**config.mk**
```make
export PLATFORM = sky130hd
export DESIGN_NAME = pc_speaker_square_wave_mixer_top
export DESIGN_NICKNAME = d
export VERILOG_FILES = /design/src/rtl/pcsm_pkg.sv /design/src/rtl/pcsm_regs.sv /design/src/rtl/pcsm_tone.sv /design/src/rtl/pc_speaker_square_wave_mixer_top.sv
export SDC_FILE = /design/constraint.sdc
export NUM_CORES = 2
export LEC_CHECK = 0
export ABC_AREA = 0
export BUFFER_PORTS_ARGS = -buffer_cell sky130_fd_sc_hd__buf_4
export CAP_MARGIN = 20
export CORE_MARGIN = 1.5
export CORE_UTILIZATION = 27
export CTS_CLUSTER_SIZE = 10
export DETAILED_ROUTE_END_ITERATION = 8
export PLACE_DENSITY = 0.47
export SETUP_SLACK_MARGIN = 0.5
export SLEW_MARGIN = 40
export SYNTH_ARGS = -nofsm -noshare
export SYNTH_HDL_FRONTEND = slang
export SYNTH_HIERARCHICAL = 1
export SYNTH_SLANG_ARGS = --single-unit
```
**constraint.sdc**
```tcl
create_clock -name clk -period 15.34 [get_ports clk]
set_input_delay 3.835 -clock clk [delete_from_list [all_inputs] [get_ports clk]]
set_output_delay 3.835 -clock clk [all_outputs]
set_load 0.02 [all_outputs]
```
**src/rtl/pcsm_pkg.sv**
```systemverilog
// ----------------------------------------------------------------------------
// pcsm_pkg: shared types and constants of the speaker tone mixer
// Item, stage and register structs, fixed-point constants for the service
// interval and half-period dividers, and the helpers that split a rate.
// ----------------------------------------------------------------------------
package pcsm_pkg;

    // Timing constants
    localparam int unsigned BASE_TIMER = 1193181;
    localparam int unsigned TONE_DIV   = 2 * BASE_TIMER;   // 2386362, 22 bits
    localparam int unsigned SVC_RATE   = 140;
    localparam int unsigned CODE_SCALE = 60;
    localparam int unsigned WAVE_AMP   = 'h2000;
    localparam int SAT_LOW  = -32768;
    localparam int SAT_HIGH = 32767;

    // x / 140 = (x * SVC_RECIP) >> SVC_SHIFT, low by at most one
    localparam int unsigned SVC_RECIP = 239674;
    localparam int unsigned SVC_SHIFT = 25;

    // u / TONE_DIV = (u * TONE_RECIP) >> TONE_SHIFT, low by at most one (u < 2^30)
    localparam int unsigned TONE_RECIP = 449;
    localparam int unsigned TONE_SHIFT = 30;

    // 60 * rate / TONE_DIV never exceeds this for an 18-bit rate
    localparam int unsigned PER_QUOT_MAX = 6;

    // Register map
    typedef enum logic {
        REG_SAMPLE_RATE  = 1'b0,
        REG_SPEAKER_MODE = 1'b1
    } reg_idx_t;

    typedef struct packed {
        logic [10:0] quot;   // rate / 140
        logic [7:0]  rem;    // rate % 140
    } svc_split_t;

    typedef struct packed {
        logic [2:0]  quot;   // 60*rate / TONE_DIV
        logic [21:0] rem;    // 60*rate % TONE_DIV
    } per_split_t;

    typedef struct packed {
        logic [17:0] sample_rate;
        logic        speaker_mode;
        svc_split_t  svc;
        per_split_t  per;
    } cfg_t;

    typedef struct packed {
        logic        restart;
        logic [15:0] left_in;
        logic [15:0] right_in;
        logic        code_valid;
        logic [7:0]  tone_code;
        logic        code_last;
    } item_t;

    // Item plus the two partial products of the half period
    typedef struct packed {
        item_t       item;
        logic [29:0] frac_prod;   // tone_code * per.rem
        logic [10:0] whole_prod;  // tone_code * per.quot
    } stage_t;

    typedef struct packed {
        logic [15:0] left_out;
        logic [15:0] right_out;
        logic        code_taken;
        logic        sound_ended;
    } result_t;

    typedef struct packed {
        logic [11:0] countdown;
        logic [7:0]  tick_rem;
        logic [15:0] phase;
        logic [15:0] half_period;
        logic        level_negative;
        logic        tone_on;
        logic [7:0]  last_code;
        logic        force_update;
    } mix_state_t;

    localparam mix_state_t MIX_CLEAR = '{
        countdown:      12'd0,
        tick_rem:       8'd0,
        phase:          16'd0,
        half_period:    16'd1,
        level_negative: 1'b0,
        tone_on:        1'b0,
        last_code:      8'd0,
        force_update:   1'b1
    };

    function automatic svc_split_t svc_split(input logic [17:0] rate);
        logic [35:0] prod;
        logic [10:0] q0;
        logic [17:0] r0;
        svc_split_t  res;
        prod = 36'(rate) * 36'(SVC_RECIP);
        q0   = prod[SVC_SHIFT +: 11];
        r0   = rate - 18'(q0) * 18'(SVC_RATE);
        if (r0 >= 18'(SVC_RATE))
        begin
            res.quot = q0 + 11'd1;
            res.rem  = 8'(r0 - 18'(SVC_RATE));
        end
        else
        begin
            res.quot = q0;
            res.rem  = 8'(r0);
        end
        return res;
    endfunction

    function automatic per_split_t per_split(input logic [17:0] rate);
        logic [23:0] scaled;
        logic [2:0]  q;
        per_split_t  res;
        scaled = 24'(rate) * 24'(CODE_SCALE);
        q = 3'd0;
        for (int k = 1; k <= int'(PER_QUOT_MAX); k++)
        begin
            if (scaled >= 24'(k * TONE_DIV))
                q = 3'(k);
        end
        res.quot = q;
        res.rem  = 22'(scaled - 24'(q) * 24'(TONE_DIV));
        return res;
    endfunction

    localparam cfg_t CFG_RESET = '{
        sample_rate:  18'd44100,
        speaker_mode: 1'b0,
        svc:          svc_split(18'd44100),
        per:          per_split(18'd44100)
    };

endpackage

```
**src/rtl/pcsm_regs.sv**
```systemverilog
// ----------------------------------------------------------------------------
// pcsm_regs: configuration registers
// APB-style write/read of sample_rate and speaker_mode; the rate is split
// into service and half-period quotients at write time.
// ----------------------------------------------------------------------------
module pcsm_regs
    import pcsm_pkg::*;
(
    input  logic        clk,
    input  logic        rst_n,
    input  logic        psel,
    input  logic        penable,
    input  logic        pwrite,
    input  logic [2:0]  paddr,
    input  logic [31:0] pwdata,
    output logic [31:0] prdata,
    output logic        pready,
    output cfg_t        cfg
);

    cfg_t     cfg_reg;
    cfg_t     cfg_next;
    reg_idx_t reg_sel;
    logic     wr_en;

    assign reg_sel = reg_idx_t'(paddr[2]);
    assign wr_en   = psel && penable && pwrite;
    assign pready  = 1'b1;
    assign cfg     = cfg_reg;

    always_comb
    begin
        cfg_next = cfg_reg;
        if (wr_en)
        begin
            unique case (reg_sel)
                REG_SAMPLE_RATE:
                begin
                    cfg_next.sample_rate = pwdata[17:0];
                    cfg_next.svc         = svc_split(pwdata[17:0]);
                    cfg_next.per         = per_split(pwdata[17:0]);
                end
                REG_SPEAKER_MODE:
                begin
                    cfg_next.speaker_mode = pwdata[0];
                end
            endcase
        end
    end

    always_comb
    begin
        unique case (reg_sel)
            REG_SAMPLE_RATE:  prdata = 32'(cfg_reg.sample_rate);
            REG_SPEAKER_MODE: prdata = 32'(cfg_reg.speaker_mode);
        endcase
    end

    always_ff @(posedge clk or negedge rst_n)
    begin
        if (!rst_n)
            cfg_reg <= CFG_RESET;
        else
            cfg_reg <= cfg_next;
    end

endmodule

```
**src/rtl/pcsm_tone.sv**
```systemverilog
// ----------------------------------------------------------------------------
// pcsm_tone: mixer state and square-wave mixing
// Finishes the half-period division, services tone codes, steps the square
// wave and adds it to both channels with saturation. State moves on advance.
// ----------------------------------------------------------------------------
module pcsm_tone
    import pcsm_pkg::*;
(
    input  logic       clk,
    input  logic       rst_n,
    input  logic       advance,
    input  logic       speaker_mode,
    input  svc_split_t svc,
    input  stage_t     stage,
    input  logic [8:0] frac_est,
    output result_t    result
);

    mix_state_t  state_reg;
    mix_state_t  state_next;
    mix_state_t  cur;
    logic        bypass;
    logic [29:0] frac_left;
    logic        frac_fix;
    logic [11:0] per_raw;
    logic [15:0] per_new;
    logic [8:0]  tick_sum;
    logic [7:0]  tick_new;
    logic [11:0] interval;
    logic [15:0] phase_inc;
    logic signed [16:0] level;
    logic        taken;
    logic        ended;

    function automatic logic [15:0] sat_add(input logic [15:0] s,
                                            input logic signed [16:0] add);
        logic signed [16:0] sum;
        sum = $signed({s[15], s}) + add;
        if (sum < 17'(SAT_LOW))
            return 16'(SAT_LOW);
        else if (sum > 17'(SAT_HIGH))
            return 16'(SAT_HIGH);
        else
            return sum[15:0];
    endfunction

    // half period = code*quot + floor(code*rem / TONE_DIV), at least 1
    assign frac_left = stage.frac_prod - 30'(frac_est) * 30'(TONE_DIV);
    assign frac_fix  = (frac_left >= 30'(TONE_DIV));
    assign per_raw   = 12'(stage.whole_prod) + 12'(frac_est) + 12'(frac_fix);
    assign per_new   = (per_raw == 12'd0) ? 16'd1 : 16'(per_raw);

    assign cur    = stage.item.restart ? MIX_CLEAR : state_reg;
    assign bypass = !speaker_mode && !stage.item.code_valid && !cur.tone_on;

    // service interval with remainder carry
    assign tick_sum = {1'b0, cur.tick_rem} + {1'b0, svc.rem};
    always_comb
    begin
        if (tick_sum >= 9'(SVC_RATE))
        begin
            tick_new = 8'(tick_sum - 9'(SVC_RATE));
            interval = 12'(svc.quot) + 12'd1;
        end
        else
        begin
            tick_new = tick_sum[7:0];
            interval = (svc.quot == 11'd0) ? 12'd1 : 12'(svc.quot);
        end
    end

    always_comb
    begin
        state_next = cur;
        taken      = 1'b0;
        ended      = 1'b0;
        level      = '0;
        phase_inc  = '0;
        if (!bypass)
        begin
            if (cur.countdown == 12'd0)
            begin
                if (stage.item.code_valid)
                begin
                    taken = 1'b1;
                    if (cur.force_update || stage.item.tone_code != cur.last_code)
                    begin
                        state_next.force_update = 1'b0;
                        state_next.last_code    = stage.item.tone_code;
                        if (stage.item.tone_code != 8'd0)
                        begin
                            state_next.half_period = per_new;
                            state_next.tone_on     = 1'b1;
                        end
                        else
                        begin
                            state_next.tone_on        = 1'b0;
                            state_next.phase          = '0;
                            state_next.level_negative = 1'b0;
                        end
                    end
                    if (stage.item.code_last)
                    begin
                        state_next.tone_on        = 1'b0;
                        state_next.phase          = '0;
                        state_next.level_negative = 1'b0;
                        ended                     = 1'b1;
                    end
                end
                else
                begin
                    state_next.tone_on        = 1'b0;
                    state_next.phase          = '0;
                    state_next.level_negative = 1'b0;
                end
                state_next.tick_rem  = tick_new;
                state_next.countdown = interval;
            end

            if (state_next.tone_on)
            begin
                level     = state_next.level_negative ? -17'(WAVE_AMP) : 17'(WAVE_AMP);
                phase_inc = state_next.phase + 16'd1;
                if (phase_inc >= state_next.half_period)
                begin
                    state_next.phase          = '0;
                    state_next.level_negative = !state_next.level_negative;
                end
                else
                begin
                    state_next.phase = phase_inc;
                end
            end

            state_next.countdown = state_next.countdown - 12'd1;
        end
    end

    assign result.left_out    = sat_add(stage.item.left_in, level);
    assign result.right_out   = sat_add(stage.item.right_in, level);
    assign result.code_taken  = taken;
    assign result.sound_ended = ended;

    always_ff @(posedge clk or negedge rst_n)
    begin
        if (!rst_n)
            state_reg <= MIX_CLEAR;
        else if (advance)
            state_reg <= state_next;
    end

    // carried remainder stays below one service period
    a_tick_range: assert property (@(posedge clk) disable iff (!rst_n)
        state_reg.tick_rem < 8'(SVC_RATE))
        else $error("tick remainder out of range");

    a_half_nonzero: assert property (@(posedge clk) disable iff (!rst_n)
        state_reg.half_period != 16'd0)
        else $error("half period is zero");

    a_end_silent: assert property (@(posedge clk) disable iff (!rst_n)
        advance && result.sound_ended |=> !state_reg.tone_on)
        else $error("tone still on after last code");

    a_taken_clears_force: assert property (@(posedge clk) disable iff (!rst_n)
        advance && result.code_taken |=> !state_reg.force_update)
        else $error("forced update left pending after a code transfer");

endmodule

```
**src/rtl/pc_speaker_square_wave_mixer_top.sv**
```systemverilog
// ----------------------------------------------------------------------------
// pc_speaker_square_wave_mixer_top: square-wave tone mixer, top level
// Mixes a +/-0x2000 speaker square wave into a stereo 16-bit frame stream.
// ----------------------------------------------------------------------------
// Usage: one stereo frame per transfer, one per clock while out_ready is high. A
// frame passes three registers: an input stage holding the tone-code
// partial products, a stage holding the half-period quotient estimate from
// a reciprocal multiply, and the output register, loaded by the mixer whose
// state (service countdown, phase, level, last code) updates once per frame.
// A taken frame moves through the input and second stages into the output
// register, where out_valid rises, and leaves with out_ready high. A held output
// stalls a stage only once every stage ahead of it is full; in_ready drops
// when all three registers hold frames and follows out_ready combinationally.
// Tone codes ride with the frames and are consumed at about 140 Hz of the
// configured sample_rate; code_taken marks a consumed code and sound_ended
// the final one. restart clears the mixer state before its own frame. While
// speaker_mode is 0, no code is offered and no tone is playing, frames pass
// through untouched. sample_rate (0x0) and speaker_mode (0x4) should be
// written only while no frame is in flight; the rate is split into its
// service and half-period quotients in the write cycle itself.
// ----------------------------------------------------------------------------
module pc_speaker_square_wave_mixer_top
    import pcsm_pkg::*;
(
    input  logic        clk,
    input  logic        rst_n,

    // configuration
    input  logic        psel,
    input  logic        penable,
    input  logic        pwrite,
    input  logic [2:0]  paddr,
    input  logic [31:0] pwdata,
    output logic [31:0] prdata,
    output logic        pready,

    // frame input
    input  logic        in_valid,
    output logic        in_ready,
    input  logic        restart,
    input  logic [15:0] left_in,
    input  logic [15:0] right_in,
    input  logic        code_valid,
    input  logic [7:0]  tone_code,
    input  logic        code_last,

    // frame output
    output logic        out_valid,
    input  logic        out_ready,
    output logic [15:0] left_out,
    output logic [15:0] right_out,
    output logic        code_taken,
    output logic        sound_ended
);

    cfg_t        cfg;
    item_t       in_item;
    stage_t      in_stage;

    stage_t      s1_reg;
    logic        s1_valid_reg;
    stage_t      s2_reg;
    logic [8:0]  s2_est_reg;
    logic        s2_valid_reg;
    result_t     out_reg;
    logic        out_valid_reg;

    logic [38:0] est_prod;
    logic        out_free;
    logic        s2_free;
    logic        s1_free;
    logic        s2_adv;
    logic        s1_adv;
    logic        in_xfer;
    result_t     mix_result;

    pcsm_regs u_regs (
        .clk     (clk),
        .rst_n   (rst_n),
        .psel    (psel),
        .penable (penable),
        .pwrite  (pwrite),
        .paddr   (paddr),
        .pwdata  (pwdata),
        .prdata  (prdata),
        .pready  (pready),
        .cfg     (cfg)
    );

    // Pipeline handshake: a stage frees when empty or when its successor can take its item
    assign out_free = !out_valid_reg || out_ready;
    assign s2_free  = !s2_valid_reg || out_free;
    assign s1_free  = !s1_valid_reg || s2_free;
    assign s2_adv   = s2_valid_reg && out_free;
    assign s1_adv   = s1_valid_reg && s2_free;
    assign in_ready = s1_free;
    assign in_xfer  = in_valid && s1_free;

    // Input stage: half-period partial products from the tone code
    assign in_item = '{
        restart:    restart,
        left_in:    left_in,
        right_in:   right_in,
        code_valid: code_valid,
        tone_code:  tone_code,
        code_last:  code_last
    };
    assign in_stage.item       = in_item;
    assign in_stage.frac_prod  = 30'(tone_code) * 30'(cfg.per.rem);
    assign in_stage.whole_prod = 11'(tone_code) * 11'(cfg.per.quot);

    // Second stage: quotient estimate of frac_prod / TONE_DIV
    assign est_prod = 39'(s1_reg.frac_prod) * 39'(TONE_RECIP);

    always_ff @(posedge clk or negedge rst_n)
    begin
        if (!rst_n)
        begin
            s1_valid_reg  <= 1'b0;
            s2_valid_reg  <= 1'b0;
            out_valid_reg <= 1'b0;
        end
        else
        begin
            if (s1_free)
                s1_valid_reg <= in_valid;
            if (s2_free)
                s2_valid_reg <= s1_valid_reg;
            if (out_free)
                out_valid_reg <= s2_valid_reg;
        end
    end

    always_ff @(posedge clk)
    begin
        if (in_xfer)
            s1_reg <= in_stage;
        if (s1_adv)
        begin
            s2_reg     <= s1_reg;
            s2_est_reg <= 9'(est_prod >> TONE_SHIFT);
        end
        if (s2_adv)
            out_reg <= mix_result;
    end

    // Mixer stage: state moves only when the frame moves to the output
    pcsm_tone u_tone (
        .clk          (clk),
        .rst_n        (rst_n),
        .advance      (s2_adv),
        .speaker_mode (cfg.speaker_mode),
        .svc          (cfg.svc),
        .stage        (s2_reg),
        .frac_est     (s2_est_reg),
        .result       (mix_result)
    );

    assign out_valid   = out_valid_reg;
    assign left_out    = out_reg.left_out;
    assign right_out   = out_reg.right_out;
    assign code_taken  = out_reg.code_taken;
    assign sound_ended = out_reg.sound_ended;

endmodule
```
* Word level (Yosys, flattened, before mapping)
Cells that the tools add are included.
** Word-level totals
- Register bits :: 340
- Output and inout port bits :: 69
** Cells by class
- Bitwise gates (word level) :: 3
- Mux-type cells :: 40
- Equal/unequal tests :: 1
- $add $sub $neg :: 14
- Multiply operators :: 8
- Magnitude comparators :: 14
- Reductions and logical operators :: 26
** Operator list (count)
- 2-to-1 mux 63 bit :: 4
- 2-to-1 mux 16 bit :: 9
- >= comparator 24 bit (second input constant) :: 3
- case mux 32 bit (2 select lines) :: 1
- 2-to-1 mux 17 bit :: 3
- >= comparator 24 x 23 -> 1 bit (second input constant) :: 2
- 2-to-1 mux 43 bit :: 1
- multiplier 30 x 9 -> 39 bit (second input constant) :: 1
- multiplier 18 x 17 -> 35 bit (second input constant) :: 1
- adder 16 x 17 -> 17 bit :: 2
- > comparator 17 x 16 -> 1 bit (second input constant) :: 2
- < comparator 17 x 16 -> 1 bit (second input constant) :: 2
- >= comparator 30 x 22 -> 1 bit (second input constant) :: 1
- multiplier 8 x 22 -> 30 bit :: 1
- subtractor 30 bit :: 1
- multiplier 9 x 21 -> 29 bit (second input constant) :: 1
- >= comparator 24 x 22 -> 1 bit (second input constant) :: 1
- logical NOT 12 bit :: 2
- 2-to-1 mux 12 bit :: 2
- multiplier 18 x 4 -> 22 bit (second input constant) :: 1
- subtractor 22 bit :: 1
- multiplier 3 x 21 -> 21 bit (second input constant) :: 1
- 2-to-1 mux 19 bit :: 1
- >= comparator 18 x 8 -> 1 bit (second input constant) :: 1
- 29 further kinds :: 61

* Longest topological paths before layout
- Depth after elaboration :: 18
- Depth in mapped cells :: 54
- Depth with buffers taken out :: 53

* Hierarchy
The synthesis kept the hierarchy.
** Modules (own cells, without submodules)
- pc_speaker_square_wave_mixer_top :: cells an instance 1377, area each 16209.3 µm², instances 1, seq. area each 6411.1 µm²
- pcsm_regs :: cells an instance 1402, area each 12165.4 µm², instances 1, seq. area each 1506.4 µm²
- pcsm_tone :: cells an instance 1260, area each 10259.8 µm², instances 1, seq. area each 1579.0 µm²

* Worst setup path before layout
No wires, ideal clock.
- Kind :: input-to-reg
- Start :: input pwdata[0]
- End :: register u_regs.cfg_reg (netlist bit u_regs/cfg[32])
- Slack :: 0.895 ns
- Setup time :: 0.130 ns
- Cell stages on the path :: 47
- Arrival time :: 14.315 ns
- Cells stage by stage :: fa_1 > xnor2_1 > inv_1 > ha_1 > fa_1 > inv_1 > fa_1 > fa_1 > fa_1 > inv_1 > ha_1 > a21o_1 > a21o_1 > a21oi_1 > o2bb2ai_1 > o31ai_1 > nand2b_1 > a21oi_1 > [11 not listed] > a22o_1 > nor2_1 > xor2_1 > ha_1 > clkbuf_1 > o21ai_0 > nor2_1 > o221a_1 > or3_1 > a211oi_1 > o31ai_1 > or4b_1 > nor3_2 > mux2i_2 > buf_4 > o41ai_2 > xor2_1 > o21ai_1
** Between the ends
- Cells in the longest elaborated chain, start to end :: 5
** Ends and longest elaborated chain
- start: declaration :: line pc_speaker_square_wave_mixer_top.sv:33 : input logic [31:0] pwdata,
- multiplier 18 x 17 -> 35 bit :: line pcsm_pkg.sv:101 : prod = 36'(rate) * 36'(SVC_RECIP);
- multiplier 11 x 6 -> 16 bit :: line pcsm_pkg.sv:103 : r0 = rate - 18'(q0) * 18'(SVC_RATE);
- subtractor 18 bit * :: line pcsm_pkg.sv:103
- >= comparator 18 x 8 -> 1 bit or subtractor 8 bit (tied branches) :: line pcsm_pkg.sv:104, pcsm_pkg.sv:107
- 2-to-1 mux 19 bit * :: line pcsm_pkg.sv:104 : if (r0 >= 18'(SVC_RATE))
- end signal: assignment :: line pcsm_regs.sv:64 : cfg_reg <= cfg_next;
- end: declaration :: line pcsm_regs.sv:21 : cfg_t cfg_reg;
Every way passes the cells marked *; elsewhere a longest branch is shown, timed or not.
A chain may end at the register's enable or synchronous reset.

* Worst setup path in the final report
- Start :: input pwdata[2]
- End :: register u_regs.cfg_reg (netlist bit u_regs/cfg[32])
Same word-level chain as after synthesis.

==> flow_summary.json <==
{
  "coreArea_sq_um": 142000,
  "tightestPinTransition_ns": 0.875,
  "fin_crit_ns": 14.25,
  "r2r_start": "s2_est_reg[1]$_DFFE_PP_",
  "gr-total-overflow": 0,
  "crit_family": "adder cells",
  "rsz0062_at_grt": "false",
  "gp_congestion": 0.823,
  "crit_buf_inv": 8,
  "io_pins": 154,
  "finalHoldViolations": 0,
  "end_kind": "register",
  "grt_use_met3_pct": 1.68,
  "largest_reg_flops": 84,
  "setup_tns_ns": 0,
  "cts_made_buffers": 44,
  "grt_pass1_vias": 28900,
  "fmax_ghz": 0.0702,
  "postCtsHoldBufs": 0,
  "maxSlewViolCount": 0,
  "post-dp-hpwl_um": 77700,
  "syn_avg_cell_area_sq_um": 9.56,
  "ant_nets": 0,
  "grt_usage_pct": 13.4,
  "post-route-period-util_pct": 92.9,
  "critPathKind": "in2reg",
  "h-tree-depth": 2,
  "fin_nets": 5105,
  "status": "finished, final reports clean",
  "area_delta_synth_final_pct": 12.5,
  "synthCells": 4036,
  "timing.rr.end": "u_tone/state_reg[41]$_DFFE_PN0P_",
  "clk_path_buf_depth": 3,
  "fp-row-count": 138,
  "vias": 28300,
  "worstSetupStartpointType": "input port",
  "min_to": "s2_reg[60]$_DFFE_PP_",
  "drc": 0,
  "wirelength_um": 97200,
  "vias_per_cell": 4.65,
  "die_x_um": 381,
  "reg2reg_slack_ns": 2.59,
  "setup_violations": 0,
  "critPathArrivalTime_ns": 14.70,
  "grt_max_degree": 95,
  "drt-initial-drc-count": 1300,
  "use_met2_pct": 22.1,
  "cts-root-buf": "clkbuf_16",
  "required_ns": 15.79,
  "use_met1_pct": 18.6,
  "holdPathStages": 0,
  "crit_path_frequent_cell": "fa_1",
  "antenna_found_initial": 6,
  "drt-pass1-iter-count": 7,
  "critPathSlowestCell": "fa_1",
  "tritoncts": "built",
  "critical_path_peak_fanout": 8,
  "path_clk_slew_ns": 0.07,
  "worst_path_largest_cell_delay_ns": 0.58,
  "clk_latency_ns": 0.61,
  "final_util_pct": 30.6,
  "die_h_um": 381,
  "die_area_sq_um": 145000,
  "timing.hold.ws_ns": 0.393,
  "grt_pass1_wl_um": 157000,
  "holdCritPathClass": "reg2reg",
  "max-cap-violations": 0,
  "wire_per_inst_um": 16.0,
  "min_from": "s1_reg[60]$_DFFE_PP_",
  "numPortBuffers": 122,
  "syn-cell-area_sq_um": 38600,
  "worstRegToRegCells": 50,
  "drive_gt1_share_pct": 8.55,
  "start_util_pct": 27.2,
  "busiest_layer": "met2",
  "num_antenna_cells": 0,
  "ys_warn_count": 6,
  "skew_ns": 0.0391,
  "max-slew-margin-rel_pct": 41.4,
  "cts_sinks": 335
}
==> worst max path at each step <==
stage               depth (start not counted)       from  slack, ns                         end
floorplan                                  47  pwdata[0]       0.89  u_regs/cfg[32]$_DFFE_PN0P_
global placement                           46  pwdata[2]       0.12  u_regs/cfg[38]$_DFFE_PN1P_
detailed placement                         46  pwdata[2]        0.1  u_regs/cfg[38]$_DFFE_PN1P_
global route                               50  pwdata[3]       0.50  u_regs/cfg[32]$_DFFE_PN0P_
CTS                                        46  pwdata[2]       0.69  u_regs/cfg[38]$_DFFE_PN1P_
finish                                     50  pwdata[2]       1.09  u_regs/cfg[32]$_DFFE_PN0P_
==> per-stage QoR <==
stage / setup slack, ns / instance area, sq um / cells
final: 1.09 / 43400 / 6087
after global routing: 0.503 / 43400 / 6087
after CTS: 0.688 / 43200 / 6077
after detailed placement: 0.0981 / 41800 / 5995
after global placement: 0.122 / 41800 / 5995
after floorplan: 0.895 / 38600 / 4050
==> layout by cell type (no fill, tap or decap), types with 11 or more instances in the layout <==
master,count
a21o_1,114
o31ai_1,18
xnor2_1,106
o211ai_1,14
mux2i_1,11
a21oi_2,12
a22o_1,24
conb_1,16
clkbuf_16,45
inv_1,606
nand3_1,75
nor2_1,166
nand2b_1,39
or3_1,19
nor4_1,16
fa_1,334
edfxtp_1,210
o21a_1,32
dfstp_2,26
buf_4,172
o21ai_1,27
a211oi_1,30
o21ai_0,184
a21oi_1,180
and3_1,31
ha_1,524
nor2b_1,57
nand4_1,49
nor3_1,54
clkbuf_1,20
a31oi_1,32
o2111ai_1,11
o22ai_1,11
a211o_1,12
and2_1,160
o21bai_1,21
xor2_1,91
nand2_1,316
dfrtp_1,99
==> layer usage <==
| layer | share of wire (%) | vias up |
|---|---|---|
| met5 | 0.019 | - |
| met4 | 1.7 | 4 |
| met3 | 3.6 | 90 |
| met2 | 46 | 391 |
| met1 | 49 | 13700 |
| li1 | - | 14100 |
==> cell type report <==
class	count	area, sq um
fill	14900	98400
multi-input combinational	2992	26500
sequential	335	9470
tap	1890	2360
inverter	612	2310
timing repair buffer	176	1340
clock buffer	71	1280
clock inverter	11	139
==> repair_timing <==
item,CTS,global route
setup buffers,0,9
resized for setup,0,26
setup endpoints to repair,0,17
Power is left out: the tool's default activity adds up to more than one toggle a clock period on the data nets, which glitch-free logic cannot reach.
